--- config.mk ---
export PLATFORM = sky130hd
export DESIGN_NAME = tcwc_front
export DESIGN_NICKNAME = d
export VERILOG_FILES = /design/src/rtl/tcwc_pkg.sv /design/src/rtl/tcwc_front.sv
export SDC_FILE = /design/constraint.sdc
export NUM_CORES = 1
export LEC_CHECK = 0
export ABC_AREA = 1
export BUFFER_PORTS_ARGS = -buffer_cell sky130_fd_sc_hd__buf_2
export CORE_MARGIN = 3
export CORE_UTILIZATION = 30
export CTS_BUF_LIST = sky130_fd_sc_hd__clkbuf_8
export DETAILED_ROUTE_END_ITERATION = 6
export PLACE_DENSITY = 0.51
export SETUP_SLACK_MARGIN = 0.02
export SLEW_MARGIN = 15
export SYNTH_ARGS = -nofsm -noshare
export SYNTH_HDL_FRONTEND = slang
export SYNTH_SLANG_ARGS = --single-unit
--- constraint.sdc ---
create_clock -name clk -period 5.4 [get_ports clk]
set_input_delay 1.08 -clock clk [delete_from_list [all_inputs] [get_ports clk]]
set_output_delay 1.08 -clock clk [all_outputs]
set_load 0.02 [all_outputs]
--- src/rtl/tcwc_pkg.sv ---
// ----------------------------------------------------------------------------
// tcwc_pkg
// Shared types and constants of the text cell write combiner.
// ----------------------------------------------------------------------------
package tcwc_pkg;

	localparam int COLUMNS_DEF     = 80;
	localparam int ROWS_DEF        = 25;
	localparam int FLUSH_BURST_DEF = 64;

	// Wide enough for a linear cell index at the largest screen size.
	localparam int IDX_W = 15;

	localparam logic [15:0] ATTR_MASK            = 16'hff00;
	localparam logic [7:0]  GLYPH_RESET          = 8'hdb;
	localparam logic        OUTPUT_ENABLED_RESET = 1'b1;

	localparam logic REG_OUTPUT_ENABLED = 1'b0;
	localparam logic REG_CURSOR_GLYPH   = 1'b1;

	localparam logic RK_READ  = 1'b0;
	localparam logic RK_FLUSH = 1'b1;

	typedef enum logic [1:0] {
		KIND_WRITE  = 2'd0,
		KIND_READ   = 2'd1,
		KIND_CURSOR = 2'd2,
		KIND_FLUSH  = 2'd3
	} kind_t;

	typedef struct packed {
		logic [1:0]  kind;
		logic [6:0]  column;
		logic [4:0]  row;
		logic [15:0] char_value;
		logic        cursor_enable;
	} item_t;

	typedef struct packed {
		logic        result_kind;
		logic [10:0] cell_index;
		logic [15:0] data_value;
		logic        write_valid;
		logic        more_pending;
		logic        last;
	} result_t;

	// Classified item as it waits between the front and the back.
	typedef struct packed {
		kind_t            kind;
		logic             on_screen;
		logic [IDX_W-1:0] cell_idx;
		logic [15:0]      value;
		logic             enable;
	} entry_t;

	typedef struct packed {
		logic   valid;
		entry_t entry;
	} front_out_t;

	typedef struct packed {
		logic pop;
		logic clearing;
	} back_status_t;

endpackage

--- src/rtl/tcwc_front.sv ---
// ----------------------------------------------------------------------------
// tcwc_front
// Accepts items, checks the position and computes the linear cell index,
// and holds them in a two-entry queue for the back end.
// ----------------------------------------------------------------------------
module tcwc_front import tcwc_pkg::*; #(
	parameter int COLUMNS = COLUMNS_DEF,
	parameter int ROWS    = ROWS_DEF
) (
	input  logic         clk,
	input  logic         arst_n,
	input  logic         item_valid,
	output logic         item_stall,
	input  item_t        item,
	output front_out_t   fout,
	input  back_status_t bstat
);

	entry_t     fifo_q [2];
	logic       wr_ptr_q;
	logic       rd_ptr_q;
	logic [1:0] count_q;
	entry_t     cls;
	logic       push;

	always_comb begin
		cls.kind      = kind_t'(item.kind);
		cls.on_screen = (32'(item.column) < COLUMNS) && (32'(item.row) < ROWS);
		cls.cell_idx  = IDX_W'(item.row) * IDX_W'(COLUMNS) + IDX_W'(item.column);
		cls.value     = item.char_value;
		cls.enable    = item.cursor_enable;
	end

	// No word is taken while the back end sweeps its stores after reset.
	assign item_stall = (count_q == 2'd2) || bstat.clearing;
	assign push       = item_valid && !item_stall;

	assign fout.valid = (count_q != 2'd0);
	assign fout.entry = fifo_q[rd_ptr_q];

	always_ff @(posedge clk) begin
		if (push) begin
			fifo_q[wr_ptr_q] <= cls;
		end
	end

	always_ff @(posedge clk or negedge arst_n) begin
		if (!arst_n) begin
			wr_ptr_q <= 1'b0;
			rd_ptr_q <= 1'b0;
			count_q  <= 2'd0;
		end else begin
			if (push) begin
				wr_ptr_q <= !wr_ptr_q;
			end
			if (bstat.pop) begin
				rd_ptr_q <= !rd_ptr_q;
			end
			count_q <= count_q + 2'(push) - 2'(bstat.pop);
		end
	end

endmodule

==> key figures, run 1 <==
Critical path
  – R2R depth: 3
  – R2R setup slack: 3.42 ns
  – Reg-to-Reg Start: count_q[1]
  – Crit-path cells: mux2_2 > buf_2
  – Worst EP arrival: 2.00 ns
  – Setup CP Type: reg2out
  – Startpoint Class: flop
  – WP buf/inv: 1
  – Top Family by Delay on Critical Path: flip-flops
  – Crit-path max FO: 34
  – WP data required: 4.32 ns
  – Critical path's slowest cell: dfrtp_2
  – Worst r2r dst: fifo_q[1][6]
  – Worst stage delay on the critical path: 1.09 ns
  – Endpoint type of the worst setup path: output pin

Cells and area
  – Nets@finish: 316
  – Area delta synth->final: 22.3%
  – # fillers: 959
  – Commonest non-fill, non-tap cells in the layout: 70 x buf_2, 66 x edfxtp_1, 29 x mux2_4
  – Diode count: 0
  – Layout cells sized above 1: 45.6%
  – Commonest non-fill, non-tap cell in the layout: buf_2
  – Fin cells: 405

CTS
  – H-Tree Level Count: 3
  – Clock-pin slew on the worst setup and hold paths: 0.07 ns
  – Buffer count from post-CTS setup fixing: 0
  – CTS tree: yes
  – CTS root buf: clkbuf_8
  – CTS Buffer Depth: 2
  – Clk sinks: 70
  – Num CTS Buffers: 9
  – Worst skew pair latency: about 0.33 ns
  – CTS Hold Bufs: 0
  – CTS resizes: 0

Floorplanning
  – Die X: 108 microns
  – Die height: 108 microns
  – Core area: 0.00995 sq mm
  – FP Rows: 36
  – Initial Utilization: 31.6%
  – I/O Pins: 73
  – Full die area: 0.0117 sq mm

Flow run
  – MaxCap Viol Count: 0

Placement
  – Gpl congestion: ~0.70
  – DP HPWL: 3590 microns
  – PortBufs: 70
  – Placed insts: 389
  – Placement Setup Slack: 2.40 ns

STA
  – Worst Skew: 0.00509 ns
  – Period utilization: ~57%
  – RSZ-0062 raised after global routing: no
  – Clock period minus worst slack: roughly 3.1 ns
  – Fmax: 324 MHz
  – Final setup fails: 0
  – Hold Vio Cnt, Final: 0
  – Rel. slew slack: 28.0%
  – Min Hold Slack: 0.537 ns
  – Tightest Pin Transition: 1.08 ns
  – Final worst-path setup slack: ~2.3 ns
  – Setup TNS: 0 ns
  – Slew Limit Fails: 0

Drt
  – Routed Antenna Nets: 0
  – DRC Markers: 0
  – Pre-Repair DR Iteration Count: 3
  – Vias/cell: 4.13
  – Detailed Route WL: 5270 microns
  – Iteration-0 DRC count of the detailed router: 30
  – Vias: 1671
  – Routed WL per cell: between 10 and 15 microns

Global routing
  – Global route overflow: 0
  – Tot GR Track Use: 9.21%
  – First-pass GRT wire length: ~8000 microns
  – Initial antenna violation count: 0
  – Number of global-route vias before repair: 1633
  – Largest net degree at the start of global routing: 35

Outcome
  – Status: completed

Logic synthesis
  – Syn. warnings: 0
  – Cell area after synthesis: approximately 0.0031 sq mm
  – Post-synthesis sequential area ratio: between 60 and 70%
  – Post-Synthesis Cells: 189
  – #FFs+latches synth: 70
  – Avg Cell Area, Syn: between 15 and 20 sq um
  – Synth unique cells: 22

Pwr
  – Leak pwr: 0.00161 uW
  – Peak supply drop: 177 uV
  – Pwr Density: 477 mW/mm^2

Worst hold path
  – Worst hold path type: in2async
[worst register-to-register path, stage by stage, from the launching register on]
cell and delay, ns:
dfrtp_1 0.40, nand2_1 0.09, nand3_1 0.24, nor2_4 0.85
[synth_stat cells]
cell,n,area share [%]
edfxtp_1,66,63
mux2_4,29,14
nand2_1,21,2.5
inv_1,14,1.7
ha_1,11,4.4
nand3_1,9,1.4
nor2_1,7,0.84
dfrtp_1,4,3.2
mux2_2,4,1.4
xnor2_1,4,1.1
buf_12,3,1.9
o21ai_0,3,0.48
xor2_1,3,0.84
buf_4,2,0.48
fa_1,2,1.3
a21oi_1,1,0.16
a21oi_2,1,0.28
buf_6,1,0.36
conb_1,1,0.12
nor3_1,1,0.16
o21a_1,1,0.24
or2_2,1,0.20
[kinds of logic after synthesis]
family | count (synthesis) | synth area share (%)
flops | 70 | 66.3
simple gates | 39 | 5.14
mux | 33 | 15.3
buf+inv | 20 | 4.42
fa+ha+maj | 13 | 5.66
xor+xnor | 7 | 1.95
compound gates | 6 | 1.15
other cells | 1 | 0.119
[where the power goes]
part	leakage [uW]	internal [uW]	switching (uW)
combinational	0.000836	272	275
sequential	0.000649	688	91.5
clock	0.000120	309	198
[worst max path at each step]
stage | startpoint | slack [ns] | cells past startpoint | end
floorplan | bstat[0] | 2.28 | 3 | fifo_q[0][0]
global placement | item[18] | 2.43 | 10 | fifo_q[0][27]
detailed placement | item[18] | 2.40 | 10 | fifo_q[0][27]
CTS | rd_ptr_q | 2.24 | 2 | fout[2]
global route | rd_ptr_q | 2.16 | 2 | fout[2]
finish | rd_ptr_q | 2.32 | 2 | fout[2]
[metal layers]
metal	track usage, %	wire [microns]
met3	3.82	472
met1	10.4	2250
met4	4.33	48
met5	0	0
met2	15.2	2490
[cell type report]
class                           instances  area, sq um  share of cell area (%)
Clock buffer                            9          124                    3.22
Clock inverter                          7          120                    3.12
Multi-Input combinational cell        102          947                    24.6
Sequential cell                        70         2080                    54.2
Timing Repair Buffer                   70          350                    9.11
Inverter                               14         52.6                    1.37
Tap cell                              133          166                    4.33
[sequential cells by signal, indices dropped and copies added, names as in the netlist]
name and cells:
count_q 2, fifo_q 66, rd_ptr_q 1, wr_ptr_q 1
[stage by stage]
step / power, uW / utilization [%] / instance area [sq um]
after CTS: 1870 / 38.6 / 3840
after floorplan: 1230 / - / 3150
after detailed placement: 1360 / 36.2 / 3600
after global placement: 1350 / 36.2 / 3600
after global routing: 1930 / 38.6 / 3840
final: 1830 / 38.6 / 3840
No activity file was read; power rests on OpenSTA's default activity.
==> inputs of run 2 (changes only) <==
Settings changed: PLACE_DENSITY 0.51 to 0.52.
Clock period 5.4 ns to 2.6 ns, I/O delays scaled along.
==> run 2 against run 1 <==
Cell count increased by 1.7%. Clock skew hardly changed. Wire length increased by 4.3%. Final area increased by 0.85%. Flip-flop and latch count did not move. Core utilization up 0.33 points. Clock power is 89% higher. Hold slack got worse by 0.18 ns. Critical path depth grew 1. Critical path type unchanged. Critical endpoint is now fout[0]. Largest cell class unchanged. Highest routed layer unchanged.
==> key figures, run 2 (same netlist as run 1, synthesis figures left out) <==
Cells and area
  – Biggest regs: fifo_q x66, count_q x2 (unchanged)
  – Area delta synth->final: 23.4% (was 22.3%)
  – Largest register FFs: 66 (unchanged)
  – # fillers: 937 (was 959)
  – Nets@finish: 323 (was 316)
  – Diode count: 0 (unchanged)
  – Commonest non-fill, non-tap cells in the layout: 70 x buf_2, 66 x edfxtp_1, 29 x mux2_4 (unchanged)
  – Final core utilization: 38.9% (was 38.6%)
  – Register area: 0.00208 sq mm (unchanged)
  – Layout cells sized above 1: 46.6% (was 45.6%)
  – Area taken by multi-input logic gates: 947 sq um (unchanged)
  – Biggest register: fifo_q (unchanged)
  – Design Area, Final: 0.00388 sq mm (was 0.00384 sq mm)
  – Commonest non-fill, non-tap cell in the layout: buf_2 (unchanged)

STA
  – Period utilization: 80.3%
  – RSZ-0062 raised after global routing: no (unchanged)
  – Hold Vio Cnt, Final: 0 (unchanged)
  – Min Hold Slack: 0.359 ns (was 0.537 ns)
  – Clock period minus worst slack: 2.09 ns
  – Slew Limit Fails: 0 (unchanged)
  – Worst Skew: 0.00493 ns (was 0.00509 ns)
  – Fmax: 479 MHz
  – Final setup fails: 0 (unchanged)
  – Setup TNS: 0 ns (unchanged)

CTS
  – CTS Buffer Depth: 2 (unchanged)
  – Clock-pin slew on the worst setup and hold paths: 0.08 ns (was 0.07 ns)
  – CTS resizes: 0 (unchanged)
  – Clk sinks: 70 (unchanged)
  – CTS root buf: clkbuf_8 (unchanged)
  – CTS Hold Bufs: 1 (was 0)
  – Buffer count from post-CTS setup fixing: 0 (unchanged)
  – Worst skew pair latency: 0.34 ns (was 0.33 ns)
  – H-Tree Level Count: 3 (unchanged)
  – CTS tree: yes (unchanged)
  – Num CTS Buffers: 9 (unchanged)

Pwr
  – Peak supply drop: 323 uV (was 177 uV)
  – Total power: 3750 uW (was 1830 uW)
  – Pwr Density: 967 mW/mm^2 (was 477 mW/mm^2)
  – Leak pwr: 0.00163 uW (was 0.00161 uW)

Drt
  – Detailed Route WL: 5490 microns (was 5270 microns)
  – DRC Markers: 0 (unchanged)
  – Vias/cell: 4.24 (was 4.13)
  – Pre-Repair DR Iteration Count: 4 (was 3)
  – Routed Antenna Nets: 0 (unchanged)
  – Vias: 1745 (was 1671)
  – Routed WL per cell: 13.3 microns (was 13.0 microns)
  – Iteration-0 DRC count of the detailed router: 53 (was 30)

Global routing
  – Global route overflow: 0 (unchanged)
  – Initial antenna violation count: 0 (unchanged)
  – Tot GR Track Use: 10.1% (was 9.21%)
  – First-pass GRT wire length: 8720 microns (was 7960 microns)
  – Number of global-route vias before repair: 1756 (was 1633)
  – Largest net degree at the start of global routing: 19 (was 35)

Outcome
  – Status: completed (unchanged)

Critical path
  – Startpoint Class: flop (unchanged)
  – Setup CP Type: reg2out (unchanged)
  – Crit-path max FO: 18 (was 34)
  – Worst stage delay on the critical path: 0.39 ns (was 1.09 ns)
  – Crit-path cells: buf_4 > mux2_2 > buf_2 (was mux2_2 > buf_2)
  – WP buf/inv: 2 (was 1)
  – Top Family by Delay on Critical Path: buffers and inverters (was flip-flops)
  – Worst EP arrival: 1.57 ns (was 2.00 ns)
  – Endpoint type of the worst setup path: output pin (unchanged)
  – WP data required: 2.08 ns (was 4.32 ns)
  – Critical path's slowest cell: mux2_2 (was dfrtp_2)

Flow run
  – MaxCap Viol Count: 0 (unchanged)

Floorplanning
  – I/O Pins: 73 (unchanged)
  – Full die area: 0.0117 sq mm (unchanged)
  – Core area: 0.00995 sq mm (unchanged)
  – FP Rows: 36 (unchanged)
  – Die height: 108 microns (unchanged)
  – Die X: 108 microns (unchanged)
  – Initial Utilization: 31.6% (unchanged)

Placement
  – Placed instance area: 0.00364 sq mm (was 0.00360 sq mm)
  – PortBufs: 70 (unchanged)
  – Gpl congestion: 0.724 (was 0.700)
  – DP HPWL: 4010 microns (was 3590 microns)

Worst hold path
  – Worst hold path type: in2reg (was in2async)
==> run 2: cell types whose count changed in the layout (fill, tap and decap cells not counted) <==
cell / previous run / this run
buf_4: 0 / 6
inv_6: 2 / 1
clkinvlp_4: 1 / 2
dlygate4sd3_1: 0 / 1
clkinv_4: 0 / 1
bufinv_16: 3 / 2
==> run 2: final timing paths <==
check | start | endpoint | slack [ns] | cells past startpoint
setup / recovery | rd_ptr_q | fout[0] | 0.51 | 3
hold / removal | item[15] | fifo_q[0][15] | 0.36 | 1
setup reg to reg | count_q[1] | count_q[1] | 1.04 | 6
hold reg to reg | count_q[0] | count_q[0] | 0.54 | 1
max in group asynchronous | arst_n | rd_ptr_q | 1.97 | 2
min in group asynchronous | arst_n | wr_ptr_q | 0.50 | 2
==> run 2: through the flow <==
stage / setup slack [ns] / cells
floorplan: 0.0387 / 192
global placement: 0.184 / 395
detailed placement: 0.149 / 395
CTS: 0.470 / 412
global route: 0.354 / 412
finish: 0.513 / 412
==> run 2: layer usage <==
layer	vias to the layer above	GRT usage [%]	share of wire, %
li1	844	-	-
met1	833	11.4	42
met2	57	16.7	48
met3	11	3.10	7.6
met4	0	6.22	2.7
met5	-	0	0
==> run 2: final cells by class <==
class	count	area share (%)
flip-flops and latches	70	53.7
multi-input cells	102	24.4
repair buffers	77	10.5
well taps	133	4.29
clock buffers	9	3.20
clock inverters	7	2.52
inverters	14	1.36
==> run 2: report_power, final <==
group / switching, uW / leakage [uW] / internal [uW]
Sequential: 48.7 / 0.000649 / 1430
Clock: 416 / 0.000106 / 542
Combinational: 730 / 0.000871 / 581
